==> src/hdl/tlnf_pkg.sv <==
// Shared constants, register codes and types of the text line number filter.
package tlnf_pkg;

   // Widths
   localparam int unsigned DATA_W         = 8;
   localparam int unsigned NUM_DIGITS_DEF = 6;
   localparam int unsigned CSR_ADDR_W     = 5;
   localparam int unsigned CSR_DATA_W     = 32;
   localparam int unsigned REG_IDX_W      = 3;
   localparam int unsigned TAIL_MAX       = 3;

   // Register indexes (byte address is 4 * index)
   localparam logic [REG_IDX_W-1:0] REG_NUMBER_NONBLANK  = 3'd0;
   localparam logic [REG_IDX_W-1:0] REG_NUMBER_ALL       = 3'd1;
   localparam logic [REG_IDX_W-1:0] REG_SQUEEZE_BLANK    = 3'd2;
   localparam logic [REG_IDX_W-1:0] REG_SHOW_NONPRINTING = 3'd3;
   localparam logic [REG_IDX_W-1:0] REG_SHOW_ENDS        = 3'd4;
   localparam logic [REG_IDX_W-1:0] REG_SHOW_TABS        = 3'd5;

   // Character codes
   localparam logic [DATA_W-1:0] CHR_TAB     = 8'h09;
   localparam logic [DATA_W-1:0] CHR_LF      = 8'h0A;
   localparam logic [DATA_W-1:0] CHR_SPACE   = 8'h20;
   localparam logic [DATA_W-1:0] CHR_DOLLAR  = 8'h24;
   localparam logic [DATA_W-1:0] CHR_ZERO    = 8'h30;
   localparam logic [DATA_W-1:0] CHR_QMARK   = 8'h3F;
   localparam logic [DATA_W-1:0] CHR_I       = 8'h49;
   localparam logic [DATA_W-1:0] CHR_CARET   = 8'h5E;
   localparam logic [DATA_W-1:0] CHR_DEL     = 8'h7F;
   localparam logic [DATA_W-1:0] CTRL_LIMIT  = 8'h20;
   localparam logic [DATA_W-1:0] CTRL_OFFSET = 8'h40;

   // Option bits
   typedef struct packed {
      logic number_nonblank;
      logic number_all;
      logic squeeze_blank;
      logic show_nonprinting;
      logic show_ends;
      logic show_tabs;
   } cfg_type;

   // What one input byte expands to: optional line number, then up to three bytes
   typedef struct packed {
      logic                             num_en;
      logic [1:0]                       tail_cnt;
      logic [TAIL_MAX-1:0][DATA_W-1:0]  tail;
   } render_type;

endpackage

==> src/hdl/tlnf_req_if.sv <==
// Input channel: one raw text byte per beat.
interface tlnf_req_if import tlnf_pkg::*; ();
   logic              valid;
   logic              ready;
   logic [DATA_W-1:0] data_byte;
   logic              end_of_file;

   modport source (output valid, data_byte, end_of_file, input ready);
   modport sink   (input valid, data_byte, end_of_file, output ready);
endinterface

==> src/hdl/tlnf_rsp_if.sv <==
// Result channel: one formatted byte per beat.
interface tlnf_rsp_if import tlnf_pkg::*; ();
   logic              valid;
   logic              ready;
   logic [DATA_W-1:0] out_byte;
   logic              run_last;

   modport source (output valid, out_byte, run_last, input ready);
   modport sink   (input valid, out_byte, run_last, output ready);
endinterface

==> src/hdl/tlnf_csr.sv <==
// APB-style option registers.
module tlnf_csr import tlnf_pkg::*; (
   input  logic                  clock,
   input  logic                  reset,
   input  logic                  psel,
   input  logic                  penable,
   input  logic                  pwrite,
   input  logic [CSR_ADDR_W-1:0] paddr,
   input  logic [CSR_DATA_W-1:0] pwdata,
   output logic [CSR_DATA_W-1:0] prdata,
   output logic                  pready,
   output cfg_type               cfg
);

   cfg_type                cfg_ff;
   cfg_type                cfg_in;
   logic                   wr_en;
   logic [REG_IDX_W-1:0]   reg_idx;
   logic                   rd_bit;

   assign pready  = 1'b1;
   assign wr_en   = psel && penable && pwrite;
   assign reg_idx = paddr[CSR_ADDR_W-1:2];
   assign cfg     = cfg_ff;

   // Write decode, only bit 0 is kept
   always_comb begin
      cfg_in = cfg_ff;
      if (wr_en) begin
         case (reg_idx)
            REG_NUMBER_NONBLANK:  cfg_in.number_nonblank  = pwdata[0];
            REG_NUMBER_ALL:       cfg_in.number_all       = pwdata[0];
            REG_SQUEEZE_BLANK:    cfg_in.squeeze_blank    = pwdata[0];
            REG_SHOW_NONPRINTING: cfg_in.show_nonprinting = pwdata[0];
            REG_SHOW_ENDS:        cfg_in.show_ends        = pwdata[0];
            REG_SHOW_TABS:        cfg_in.show_tabs        = pwdata[0];
            default: ;
         endcase
      end
   end

   // Read mux
   always_comb begin
      case (reg_idx)
         REG_NUMBER_NONBLANK:  rd_bit = cfg_ff.number_nonblank;
         REG_NUMBER_ALL:       rd_bit = cfg_ff.number_all;
         REG_SQUEEZE_BLANK:    rd_bit = cfg_ff.squeeze_blank;
         REG_SHOW_NONPRINTING: rd_bit = cfg_ff.show_nonprinting;
         REG_SHOW_ENDS:        rd_bit = cfg_ff.show_ends;
         REG_SHOW_TABS:        rd_bit = cfg_ff.show_tabs;
         default:              rd_bit = 1'b0;
      endcase
   end
   assign prdata = {{(CSR_DATA_W-1){1'b0}}, rd_bit};

   always_ff @(posedge clock) begin
      if (reset) begin
         cfg_ff <= '0;
      end else begin
         cfg_ff <= cfg_in;
      end
   end

endmodule

==> src/hdl/tlnf_format.sv <==
// Line state, BCD line counter and expansion of one byte into its output run.
module tlnf_format import tlnf_pkg::*; #(
   parameter int unsigned NUMBER_DIGITS = NUM_DIGITS_DEF
) (
   input  logic                                  clock,
   input  logic                                  reset,
   input  cfg_type                               cfg,
   input  logic [DATA_W-1:0]                     in_byte,
   input  logic                                  in_eof,
   input  logic                                  take,
   output render_type                            run,
   output logic [NUMBER_DIGITS-1:0][DATA_W-1:0]  num_text
);

   localparam int unsigned         COUNT_W   = 4 * NUMBER_DIGITS;
   localparam logic [COUNT_W-1:0]  COUNT_ONE = COUNT_W'(1);

   logic                at_line_start_ff, at_line_start_in;
   logic                prev_blank_ff,    prev_blank_in;
   logic [COUNT_W-1:0]  count_ff,         count_in;
   logic [COUNT_W-1:0]  count_inc;
   logic                blank, squeezed;
   logic                digits_ok;

   assign blank    = at_line_start_ff && (in_byte == CHR_LF);
   assign squeezed = blank && cfg.squeeze_blank && prev_blank_ff;

   // Expansion of the byte
   always_comb begin
      run = '0;
      if (blank) begin
         if (!squeezed) begin
            if (cfg.number_nonblank) begin
               if (cfg.show_ends) begin
                  run.tail[0]  = CHR_TAB;
                  run.tail[1]  = CHR_DOLLAR;
                  run.tail[2]  = CHR_LF;
                  run.tail_cnt = 2'd3;
               end else begin
                  run.tail[0]  = CHR_LF;
                  run.tail_cnt = 2'd1;
               end
            end else begin
               run.num_en = cfg.number_all;
               if (cfg.show_ends) begin
                  run.tail[0]  = CHR_DOLLAR;
                  run.tail[1]  = CHR_LF;
                  run.tail_cnt = 2'd2;
               end else begin
                  run.tail[0]  = CHR_LF;
                  run.tail_cnt = 2'd1;
               end
            end
         end
      end else begin
         run.num_en = at_line_start_ff && (cfg.number_nonblank || cfg.number_all);
         if (in_byte == CHR_LF) begin
            if (cfg.show_ends) begin
               run.tail[0]  = CHR_DOLLAR;
               run.tail[1]  = CHR_LF;
               run.tail_cnt = 2'd2;
            end else begin
               run.tail[0]  = CHR_LF;
               run.tail_cnt = 2'd1;
            end
         end else if (in_byte == CHR_TAB) begin
            if (cfg.show_tabs) begin
               run.tail[0]  = CHR_CARET;
               run.tail[1]  = CHR_I;
               run.tail_cnt = 2'd2;
            end else begin
               run.tail[0]  = in_byte;
               run.tail_cnt = 2'd1;
            end
         end else if (cfg.show_nonprinting && (in_byte < CTRL_LIMIT)) begin
            run.tail[0]  = CHR_CARET;
            run.tail[1]  = in_byte + CTRL_OFFSET;
            run.tail_cnt = 2'd2;
         end else if (cfg.show_nonprinting && (in_byte == CHR_DEL)) begin
            run.tail[0]  = CHR_CARET;
            run.tail[1]  = CHR_QMARK;
            run.tail_cnt = 2'd2;
         end else begin
            run.tail[0]  = in_byte;
            run.tail_cnt = 2'd1;
         end
      end
   end

   // Right-aligned digits, leading zeros blanked, units digit always shown
   always_comb begin
      logic       lead;
      logic [3:0] dig;
      lead     = 1'b1;
      num_text = '0;
      for (int i = NUMBER_DIGITS - 1; i >= 0; i--) begin
         dig = count_ff[4*i +: 4];
         if (lead && (dig == 4'd0) && (i != 0)) begin
            num_text[NUMBER_DIGITS-1-i] = CHR_SPACE;
         end else begin
            lead = 1'b0;
            num_text[NUMBER_DIGITS-1-i] = CHR_ZERO | {4'h0, dig};
         end
      end
   end

   // BCD increment, wraps to zero past all nines
   always_comb begin
      logic       carry;
      logic [3:0] dig;
      carry     = 1'b1;
      count_inc = count_ff;
      for (int i = 0; i < NUMBER_DIGITS; i++) begin
         dig = count_ff[4*i +: 4];
         if (carry) begin
            count_inc[4*i +: 4] = (dig == 4'd9) ? 4'd0 : dig + 4'd1;
         end
         carry = carry && (dig == 4'd9);
      end
   end

   // Line state update when the byte leaves for the emitter
   always_comb begin
      at_line_start_in = at_line_start_ff;
      prev_blank_in    = prev_blank_ff;
      count_in         = count_ff;
      if (take) begin
         if (blank) begin
            if (!squeezed) begin
               prev_blank_in = 1'b1;
            end
         end else begin
            if (at_line_start_ff) begin
               prev_blank_in = 1'b0;
            end
            at_line_start_in = (in_byte == CHR_LF);
         end
         if (run.num_en) begin
            count_in = count_inc;
         end
         if (in_eof) begin
            at_line_start_in = 1'b1;
            prev_blank_in    = 1'b0;
            count_in         = COUNT_ONE;
         end
      end
   end

   always_ff @(posedge clock) begin
      if (reset) begin
         at_line_start_ff <= 1'b1;
         prev_blank_ff    <= 1'b0;
         count_ff         <= COUNT_ONE;
      end else begin
         at_line_start_ff <= at_line_start_in;
         prev_blank_ff    <= prev_blank_in;
         count_ff         <= count_in;
      end
   end

   // Every counter digit stays a decimal digit
   always_comb begin
      digits_ok = 1'b1;
      for (int i = 0; i < NUMBER_DIGITS; i++) begin
         if (count_ff[4*i +: 4] > 4'd9) begin
            digits_ok = 1'b0;
         end
      end
   end

   a_bcd_digits: assert property (@(posedge clock) disable iff (reset) digits_ok)
      else $error("line counter holds a non-decimal digit");

   a_eof_restart: assert property (@(posedge clock) disable iff (reset)
      take && in_eof |=> at_line_start_ff && !prev_blank_ff && (count_ff == COUNT_ONE))
      else $error("end of file did not restart the line state");

endmodule

==> src/hdl/tlnf_emit.sv <==
// Output shift register: holds one run and sends it a byte per beat.
module tlnf_emit import tlnf_pkg::*; #(
   parameter int unsigned NUMBER_DIGITS = NUM_DIGITS_DEF
) (
   input  logic                                  clock,
   input  logic                                  reset,
   input  logic                                  load,
   input  render_type                            run,
   input  logic [NUMBER_DIGITS-1:0][DATA_W-1:0]  num_text,
   input  logic                                  rsp_ready,
   output logic                                  rsp_valid,
   output logic [DATA_W-1:0]                     out_byte,
   output logic                                  run_last,
   output logic                                  free
);

   localparam int unsigned MAX_RUN = NUMBER_DIGITS + 1 + TAIL_MAX;
   localparam int unsigned CNT_W   = $clog2(MAX_RUN + 1);

   logic [DATA_W-1:0] byte_ff [MAX_RUN];
   logic [DATA_W-1:0] byte_in [MAX_RUN];
   logic [CNT_W-1:0]  cnt_ff, cnt_in;
   logic              sent;

   assign rsp_valid = (cnt_ff != '0);
   assign out_byte  = byte_ff[0];
   assign run_last  = (cnt_ff == CNT_W'(1));
   assign sent      = rsp_valid && rsp_ready;
   assign free      = (cnt_ff == '0) || (run_last && rsp_ready);

   // Load a new run or shift the current one along
   always_comb begin
      byte_in = byte_ff;
      cnt_in  = cnt_ff;
      if (load) begin
         if (run.num_en) begin
            for (int k = 0; k < NUMBER_DIGITS; k++) begin
               byte_in[k] = num_text[k];
            end
            byte_in[NUMBER_DIGITS] = CHR_TAB;
            for (int j = 0; j < TAIL_MAX; j++) begin
               byte_in[NUMBER_DIGITS+1+j] = run.tail[j];
            end
            cnt_in = CNT_W'(NUMBER_DIGITS + 1) + CNT_W'(run.tail_cnt);
         end else begin
            for (int j = 0; j < TAIL_MAX; j++) begin
               byte_in[j] = run.tail[j];
            end
            cnt_in = CNT_W'(run.tail_cnt);
         end
      end else if (sent) begin
         for (int k = 0; k < MAX_RUN - 1; k++) begin
            byte_in[k] = byte_ff[k+1];
         end
         cnt_in = cnt_ff - CNT_W'(1);
      end
   end

   always_ff @(posedge clock) begin
      byte_ff <= byte_in;
   end

   always_ff @(posedge clock) begin
      if (reset) begin
         cnt_ff <= '0;
      end else begin
         cnt_ff <= cnt_in;
      end
   end

   a_no_overwrite: assert property (@(posedge clock) disable iff (reset)
      (cnt_ff > CNT_W'(1)) |-> !load)
      else $error("new run loaded over an unfinished one");

endmodule

==> src/hdl/text_line_number_filter.sv <==
// Text line number filter: cat-style numbering, blank squeezing, line-end
// marks and caret display over a byte stream. Each accepted byte yields a
// run of zero to NUMBER_DIGITS+3 result bytes; the run is held in an output
// shift register that sends one byte per cycle while rsp_bus.ready is high,
// and plain bytes pass at one byte per cycle while it stays high, each held
// first in the input register and then in the shift register. The next byte
// is taken in as the last byte of the current run is accepted.
// Numbering restarts at 1 after each byte flagged end_of_file, and the
// count wraps to 0 after all nines. Options sit at byte addresses 0 to 20
// and are to be changed only while the block is idle.
module text_line_number_filter import tlnf_pkg::*; #(
   parameter int unsigned NUMBER_DIGITS = NUM_DIGITS_DEF
) (
   input  logic                  clock,
   input  logic                  reset,
   tlnf_req_if.sink              req_bus,
   tlnf_rsp_if.source            rsp_bus,
   input  logic                  psel,
   input  logic                  penable,
   input  logic                  pwrite,
   input  logic [CSR_ADDR_W-1:0] paddr,
   input  logic [CSR_DATA_W-1:0] pwdata,
   output logic [CSR_DATA_W-1:0] prdata,
   output logic                  pready
);

   cfg_type                                cfg;
   render_type                             run;
   logic [NUMBER_DIGITS-1:0][DATA_W-1:0]   num_text;
   logic                                   in_valid_ff, in_valid_in;
   logic [DATA_W-1:0]                      in_byte_ff, in_byte_in;
   logic                                   in_eof_ff,  in_eof_in;
   logic                                   emit_free;
   logic                                   take;
   logic                                   req_beat;

   // Input register
   assign take          = in_valid_ff && emit_free;
   assign req_bus.ready = !in_valid_ff || take;
   assign req_beat      = req_bus.valid && req_bus.ready;

   always_comb begin
      in_valid_in = in_valid_ff;
      in_byte_in  = in_byte_ff;
      in_eof_in   = in_eof_ff;
      if (req_beat) begin
         in_valid_in = 1'b1;
         in_byte_in  = req_bus.data_byte;
         in_eof_in   = req_bus.end_of_file;
      end else if (take) begin
         in_valid_in = 1'b0;
      end
   end

   always_ff @(posedge clock) begin
      if (reset) begin
         in_valid_ff <= 1'b0;
      end else begin
         in_valid_ff <= in_valid_in;
      end
   end

   always_ff @(posedge clock) begin
      in_byte_ff <= in_byte_in;
      in_eof_ff  <= in_eof_in;
   end

   tlnf_csr u_csr (
      .clock   (clock),
      .reset   (reset),
      .psel    (psel),
      .penable (penable),
      .pwrite  (pwrite),
      .paddr   (paddr),
      .pwdata  (pwdata),
      .prdata  (prdata),
      .pready  (pready),
      .cfg     (cfg)
   );

   tlnf_format #(.NUMBER_DIGITS(NUMBER_DIGITS)) u_format (
      .clock    (clock),
      .reset    (reset),
      .cfg      (cfg),
      .in_byte  (in_byte_ff),
      .in_eof   (in_eof_ff),
      .take     (take),
      .run      (run),
      .num_text (num_text)
   );

   tlnf_emit #(.NUMBER_DIGITS(NUMBER_DIGITS)) u_emit (
      .clock     (clock),
      .reset     (reset),
      .load      (take),
      .run       (run),
      .num_text  (num_text),
      .rsp_ready (rsp_bus.ready),
      .rsp_valid (rsp_bus.valid),
      .out_byte  (rsp_bus.out_byte),
      .run_last  (rsp_bus.run_last),
      .free      (emit_free)
   );

   a_in_hold: assert property (@(posedge clock) disable iff (reset)
      in_valid_ff && !take |=> in_valid_ff && $stable(in_byte_ff) && $stable(in_eof_ff))
      else $error("pending input byte lost before formatting");

endmodule

==> src/flat_wrapper.sv <==
// flat-port wrapper written by rule: the top's interface ports become plain ports
module text_line_number_filter_flat import tlnf_pkg::*;
#(
   parameter int unsigned NUMBER_DIGITS = NUM_DIGITS_DEF
)
  (clock, reset, psel, penable, pwrite, paddr, pwdata, prdata, pready, req_bus_valid, req_bus_data_byte, req_bus_end_of_file, req_bus_ready, rsp_bus_valid, rsp_bus_out_byte, rsp_bus_run_last, rsp_bus_ready);
  tlnf_req_if req_bus_i ();
  tlnf_rsp_if rsp_bus_i ();
  input  logic clock;
  input  logic reset;
  input  logic psel;
  input  logic penable;
  input  logic pwrite;
  input  logic [CSR_ADDR_W-1:0] paddr;
  input  logic [CSR_DATA_W-1:0] pwdata;
  output logic [CSR_DATA_W-1:0] prdata;
  output logic pready;
  input wire logic [$bits(req_bus_i.valid)-1:0] req_bus_valid;
  input wire logic [$bits(req_bus_i.data_byte)-1:0] req_bus_data_byte;
  input wire logic [$bits(req_bus_i.end_of_file)-1:0] req_bus_end_of_file;
  output wire logic [$bits(req_bus_i.ready)-1:0] req_bus_ready;
  output wire logic [$bits(rsp_bus_i.valid)-1:0] rsp_bus_valid;
  output wire logic [$bits(rsp_bus_i.out_byte)-1:0] rsp_bus_out_byte;
  output wire logic [$bits(rsp_bus_i.run_last)-1:0] rsp_bus_run_last;
  input wire logic [$bits(rsp_bus_i.ready)-1:0] rsp_bus_ready;
  assign req_bus_i.valid = req_bus_valid;
  assign req_bus_i.data_byte = req_bus_data_byte;
  assign req_bus_i.end_of_file = req_bus_end_of_file;
  assign req_bus_ready = req_bus_i.ready;
  assign rsp_bus_valid = rsp_bus_i.valid;
  assign rsp_bus_out_byte = rsp_bus_i.out_byte;
  assign rsp_bus_run_last = rsp_bus_i.run_last;
  assign rsp_bus_i.ready = rsp_bus_ready;
  text_line_number_filter #(.NUMBER_DIGITS(NUMBER_DIGITS)) u_core (.clock(clock), .reset(reset), .req_bus(req_bus_i), .rsp_bus(rsp_bus_i), .psel(psel), .penable(penable), .pwrite(pwrite), .paddr(paddr), .pwdata(pwdata), .prdata(prdata), .pready(pready));
endmodule
==> config.mk <==
export PLATFORM = sky130hd
export DESIGN_NAME = text_line_number_filter_flat
export DESIGN_NICKNAME = d
export VERILOG_FILES = /design/src/hdl/tlnf_pkg.sv /design/src/hdl/tlnf_req_if.sv /design/src/hdl/tlnf_rsp_if.sv /design/src/hdl/tlnf_csr.sv /design/src/hdl/tlnf_format.sv /design/src/hdl/tlnf_emit.sv /design/src/hdl/text_line_number_filter.sv /design/src/flat_wrapper.sv
export SDC_FILE = /design/constraint.sdc
export NUM_CORES = 1
export LEC_CHECK = 0
export BUFFER_PORTS_ARGS = -buffer_cell sky130_fd_sc_hd__buf_2
export CAP_MARGIN = 10
export CORE_ASPECT_RATIO = 0.9
export CORE_UTILIZATION = 59
export CTS_BUF_LIST = sky130_fd_sc_hd__clkbuf_4
export CTS_CLUSTER_DIAMETER = 50
export DETAILED_ROUTE_END_ITERATION = 6
export HOLD_SLACK_MARGIN = 0.12
export PLACE_DENSITY_LB_ADDON = 0.12
export SYNTH_ARGS = -nofsm -noshare
export SYNTH_HDL_FRONTEND = slang
export SYNTH_SLANG_ARGS = --single-unit
==> constraint.sdc <==
create_clock -name clock -period 3.7 [get_ports clock]
set_clock_uncertainty 0.1 [all_clocks]
set_input_delay 0.37 -clock clock [delete_from_list [all_inputs] [get_ports clock]]
set_output_delay 0.37 -clock clock [all_outputs]
set_load 0.1 [all_outputs]
Word-level counts from Yosys, hierarchy flattened
Index checks and enable logic that the tools add are counted.
{"block": "word_totals", "reg_bits": 126, "input_bits": 53, "out_inout_bits": 44, "word_cells": 177}
{"block": "op_classes", "n_addsub": 9, "order_cmp": 1, "n_eq_ne": 18, "muxes": 64, "n_reduce_logical": 57}
{"op": "2-to-1 mux 72 bit", "count": 2}
{"op": "2-to-1 mux 16 bit", "count": 5}
{"op": "2-to-1 mux 24 bit", "count": 3}
{"op": "2-to-1 mux 4 bit", "count": 15}
{"op": "2-to-1 mux 56 bit", "count": 1}
{"op": "2-to-1 mux 8 bit", "count": 4}
{"op": "2-to-1 mux 27 bit", "count": 1}
{"op": "2-to-1 mux 5 bit", "count": 5}
{"op": "adder 4 x 1 -> 4 bit, second input constant", "count": 6}
{"op": "equality test 4 bit, second input constant", "count": 6}
{"op": "zero test 4 bit", "count": 6}
{"op": "logical AND 1 bit", "count": 20}
{"op": "AND reduction 2 bit", "count": 10}
{"op": "2-to-1 mux 2 bit", "count": 9}
{"op": "AND reduction 3 bit", "count": 6}
{"op": "equality test 8 x 4 -> 1 bit, second input constant", "count": 2}
{"op": "nonzero test 2 bit", "count": 8}
{"op": "2-to-1 mux 1 bit", "count": 13}
{"op": "2-to-1 mux 12 bit", "count": 1}
{"op": "2-to-1 mux 6 bit", "count": 2}
{"op": "adder 8 x 7 -> 8 bit, second input constant", "count": 1}
{"op": "equality test 8 x 7 -> 1 bit, second input constant", "count": 1}
{"op": "< comparator 8 x 6 -> 1 bit, second input constant", "count": 1}
{"op": "2-to-1 mux 7 bit", "count": 1}
{"op": "15 further kinds", "count": 20}

Logic depth before layout (Yosys ltp)
{"block": "depth", "depth_word": 12, "ltp_mapped": 11, "depth_no_buf": 10}

Modules after synthesis
From an unflattened synthesis, not the netlist that was laid out.
{"block": "unflattened", "hier_cells": 744, "hier_area_um2": 7188.1}
{"mod": "tlnf_emit", "instances": 1, "cells_each": 357, "area_each_um2": 3905.0}
{"mod": "tlnf_format", "instances": 1, "cells_each": 303, "area_each_um2": 2348.5}
{"mod": "tlnf_csr", "instances": 1, "cells_each": 69, "area_each_um2": 601.8}
{"mod": "text_line_number_filter", "instances": 1, "cells_each": 15, "area_each_um2": 332.8}

Worst setup path before layout
Ideal clock, no wire load.
{"block": "synth_path", "kind": "reg2reg", "startpoint": "register u_core.u_emit.cnt_ff[0]", "endpoint": "register u_core.u_emit.byte_ff[10] in the netlist's numbering (enable)", "arrival_time_ns": 3.233, "t_required_ns": 3.190, "setup_slack_ns": -0.044, "stages_incl_launch_ff": 6, "synth_period_minus_slack_ns": 3.744, "path_cell_list": "dfxtp_1 > inv_1 > ha_1 > nand2_1 > mux2_2 > and2_1"}
{"element": "from (decl)", "line": "tlnf_emit.sv:22", "source": "logic [CNT_W-1:0] cnt_ff, cnt_in;"}
{"element": "from (signal assigned)", "line": "tlnf_emit.sv:67", "source": "cnt_ff <= cnt_in;"}
{"element": "nonzero test 4 bit", "line": "tlnf_emit.sv:25", "source": "assign rsp_valid = (cnt_ff != '0);"}
{"element": "via rsp_bus_valid", "line": "flat_wrapper.sv:22", "source": "output wire logic [$bits(rsp_bus_i.valid)-1:0] rsp_bus_valid;"}
{"element": "logical AND 1 bit", "line": "tlnf_emit.sv:28", "source": "assign sent = rsp_valid && rsp_ready;"}
{"element": "nonzero test 2 bit (no source line)"}
{"element": "AND reduction 2 bit (no source line)"}
{"element": "to (signal assigned)", "line": "tlnf_emit.sv:60", "source": "byte_ff <= byte_in;"}
{"element": "to (decl)", "line": "tlnf_emit.sv:20", "source": "logic [DATA_W-1:0] byte_ff [MAX_RUN];"}
The timed path passes the listed nets, and every way through them passes these cells.
A chain may end at the register's enable or synchronous reset.

Worst setup path after layout
{"block": "layout_path", "startpoint": "register u_core.u_format.at_line_start_ff", "endpoint": "register u_core.u_format.count_ff[19]"}
{"block": "layout_between", "elab_chain_len": 7}
{"element": "from (decl)", "line": "tlnf_format.sv:18", "source": "logic at_line_start_ff, at_line_start_in;"}
{"element": "from (signal assigned)", "line": "tlnf_format.sv:155", "source": "at_line_start_ff <= at_line_start_in;"}
{"element": "logical AND 1 bit", "line": "tlnf_format.sv:25", "source": "assign blank = at_line_start_ff && (in_byte == CHR_LF);"}
{"element": "logical AND 1 bit (2 in series)", "line": "tlnf_format.sv:26", "source": "assign squeezed = blank && cfg.squeeze_blank && prev_blank_ff;"}
{"element": "2-to-1 mux 27 bit", "line": "tlnf_format.sv:32", "source": "if (!squeezed) begin"}
{"element": "2-to-1 mux 3 bit *", "line": "tlnf_format.sv:31", "source": "if (blank) begin"}
{"element": "nonzero test 2 bit (no source line) *"}
{"element": "AND reduction 3 bit (no source line) *"}
{"element": "to (signal assigned)", "line": "tlnf_format.sv:157", "source": "count_ff <= count_in;"}
{"element": "to (decl)", "line": "tlnf_format.sv:20", "source": "logic [COUNT_W-1:0] count_ff, count_in;"}
Every way passes the cells marked *; elsewhere a longest branch is shown, timed or not.

==> flow_summary.yaml <==
outcome:
  outcome: "completed"
critical_path:
  critPathLaunchType: "flop"
  cp_cell_sequence: "o21ai_0 -> a31oi_2 -> nand2_1 -> buf_4 -> inv_1 -> a31oi_1 -> a311oi_1"
  r2r_slack_ns: 0.75
  slowest_delay_ns: 0.77
  slowest_stage: "a31oi_2"
  crit_type: "flop to flop"
  cp_data_required_time_ns: 4.02
  critPathArrivalTime_ns: 3.28
  endpoint_kind: "flop"
  cp_max_fo: 17
  path_delay_family: "compound AO/OA/AOI/OAI gates"
  critical_path_buf_inv_count: 2
global_route:
  grt_max_degree: 49
  grt_pass1_vias: 4367
  grt_usage_pct: 25.5
  antenna_found_initial: 0
  grt-ovfl-total: 0
  grt_pass1_wl_um: 21600
synth:
  syn_area_um2: 6260
  synth_area_per_cell_um2: 10.1
  yosys_warnings: 0
  yosysTopAreaCellShare_pct: 39.3
  ys_seq_area_share_pct: 51.2
  netlist_instances: 620
  synth_largest_area_cell: "edfxtp_1"
  synth_commonest_cells: "82 x edfxtp_1, 74 x nand2_1, 47 x nor2_1"
  synth_ff_type: "edfxtp_1"
  ys_types: 61
  synth-edff-count: 82
  yosys-top-cells-area: "edfxtp_1 39%, dfxtp_1 12%, buf_4 5.0%, nand2_1 4.4%, ha_1 4.4%"
  yosys_register_bits: 119
  async_reset_ff_share_pct: 0
  yosysMostFrequentCell: "edfxtp_1"
place:
  place_congestion: 0.887
  post-place-cells: 753
  port_buffers: 31
  place_hpwl_um: 9200
  postPlaceCellArea_um2: 6360
die:
  dieArea_um2: 11000
  fp.dieH_um: 99.7
  io_pins: 97
  fp-row-count: 35
  die_w_um: 111
  core_area_um2: 10300
  start_util_pct: 60.8
timing:
  finalHoldViolCount: 0
  min_period_over_period_pct: 79.8
  setup_viol: 0
  tightest_slew_ns: 0.950
  drv_slew: 0
  setup_tns_ns: 0
  fmax_mhz: 338
  min_period_ns: 2.95
  rsz0062_at_grt: "false"
  slew_headroom_pct: 36.7
cts:
  clockRootBuffer: "clkbuf_4"
  cts.sinks: 119
  cts_hold_buf: 14
  h-tree-depth: 4
  cts_buffers: 17
  cts_resized: 0
  cts_tree: "done"
  cts_setup_buffers: 0
  clockBufferDepth: 2
  clk_pin_slew_ns: 0.11
  clk_latency_ns: 0.52
final_layout:
  stdcell_count: 800
  area_growth_pct: 8.84
  final_util_pct: 66.2
  fill_cells: 797
  fin_nets: 732
  fin_area_um2: 6810
  drive_gt1_share_pct: 13.1
route:
  routedWlPerCell_um: 17.0
  vias: 4667
  drc: 0
  first_iter_violations: 355
  postRouteAntennaNets: 0
  drtPass1Iterations: 5
  drt-total-wl_um: 13600
  vias_per_cell: 5.83
power:
  vdd_drop_max_mv: 0.526
  leakagePower_nw: 2.63
  power.density_nw_per_um2: 763
min_path:
  hp-class: "primary input to flop"
run:
  cap_violations: 0
## metal layers
metal	share of wire, %	vias to the layer above	wire length [um]	track usage [%]
met2	48	155	6580	43.3
met3	5.1	24	700	5.61
met5	0	-	0	0
li1	-	2260	-	-
met4	2.6	0	349	10.8
met1	44	2228	6000	31.7
## cells by family after synthesis
kind of cell / Yosys count / synth area share [%]
compound gates: 130 / 14.1
xor+xnor: 7 / 0.980
fa+ha+maj: 22 / 4.40
buf+inv: 92 / 8.18
flops: 119 / 51.2
mux: 12 / 2.16
other cells: 2 / 0.120
simple gates: 236 / 18.9
## state kept, by name, summed over array words and instances (netlist names)
register and count:
u_core.u_emit.cnt_ff 4, u_core.u_format.at_line_start_ff 1, u_core.in_eof_ff 1, u_core.u_emit.byte_ff 65, u_core.u_format.count_ff 24, u_core.u_emit.out_byte 8, u_core.u_csr.cfg 6, u_core.in_valid_ff 1
u_core.u_format.prev_blank_ff 1, u_core.in_byte_ff 8
## worst register-to-register path: cells and delay by family (launching register included)
family,cells,cell delay [ns]
buffers and inverters,2,0.52
AND/OR/NAND/NOR,1,0.16
flip-flops,1,0.53
AO/OA/AOI/OAI,4,1.57
## path summary, 6_finish.rpt
path | from | end | cells past startpoint
worst min register to register | u_core.u_emit.byte_ff[26] | u_core.u_emit.byte_ff[34] | 2
worst max-delay path | u_core.u_format.at_line_start_ff | u_core.u_format.count_ff[19] | 7
worst max register to register | u_core.u_format.at_line_start_ff | u_core.u_format.count_ff[19] | 7
worst min-delay path | paddr[2] | u_core.u_csr.cfg[2] | 4
## cell usage in the layout, fill, tap and decap left out, drive strengths merged, types with 4 or more instances in the layout
cell type / netlist / final
a21o: 7 / 7
a21oi: 26 / 26
a22o: 9 / 9
a31oi: 10 / 10
and2: 20 / 20
and3: 5 / 5
buf: 50 / 43
clkbuf: 19 / 18
clkinv: 0 / 6
clkinvlp: 0 / 4
conb: 2 / 32
dfxtp: 37 / 37
dlygate4sd3: 0 / 14
edfxtp: 82 / 82
ha: 22 / 22
inv: 23 / 24
mux2i: 9 / 9
nand2: 74 / 74
nand2b: 6 / 6
nand3: 22 / 22
nand3b: 9 / 9
nand4: 12 / 12
nor2: 47 / 47
nor2b: 4 / 4
nor3: 13 / 13
nor3b: 6 / 6
o211ai: 8 / 8
o21ai: 27 / 27
o22ai: 4 / 4
o31ai: 12 / 12
or3: 6 / 6
xnor2: 4 / 4
## where the power goes
| part | switching [mW] | leakage (nW) | total, mW | internal (mW) |
|---|---|---|---|---|
| logic | 1.42 | 1.38 | 1.89 | 0.464 |
| clock network | 0.523 | 0.155 | 1.00 | 0.481 |
| registers | 0.178 | 1.10 | 2.31 | 2.13 |
| total | 2.12 | 2.63 | 5.20 | 3.07 |
## cell type report
class,count,area [um2],share of cell area [%]
diodes,1,2.50,0.0367
clock buffers,18,135,1.98
clock inverters,14,178,2.61
inverters,23,86.3,1.27
multi-input cells,439,2660,39.1
flip-flops and latches,119,3200,47.0
well taps,129,161,2.37
repair buffers,57,385,5.66
## through the flow
stage                     setup slack, ns  total power, mW  hold slack [ns]
after floorplan                     0.444             3.86            0.369
after global placement              0.916             4.15            0.394
after detailed placement            0.817             4.21            0.397
after CTS                           0.785             5.22            0.140
after global routing                0.670             5.44            0.199
final                               0.746             5.20            0.188
No activity file was read; power rests on OpenSTA's default activity.
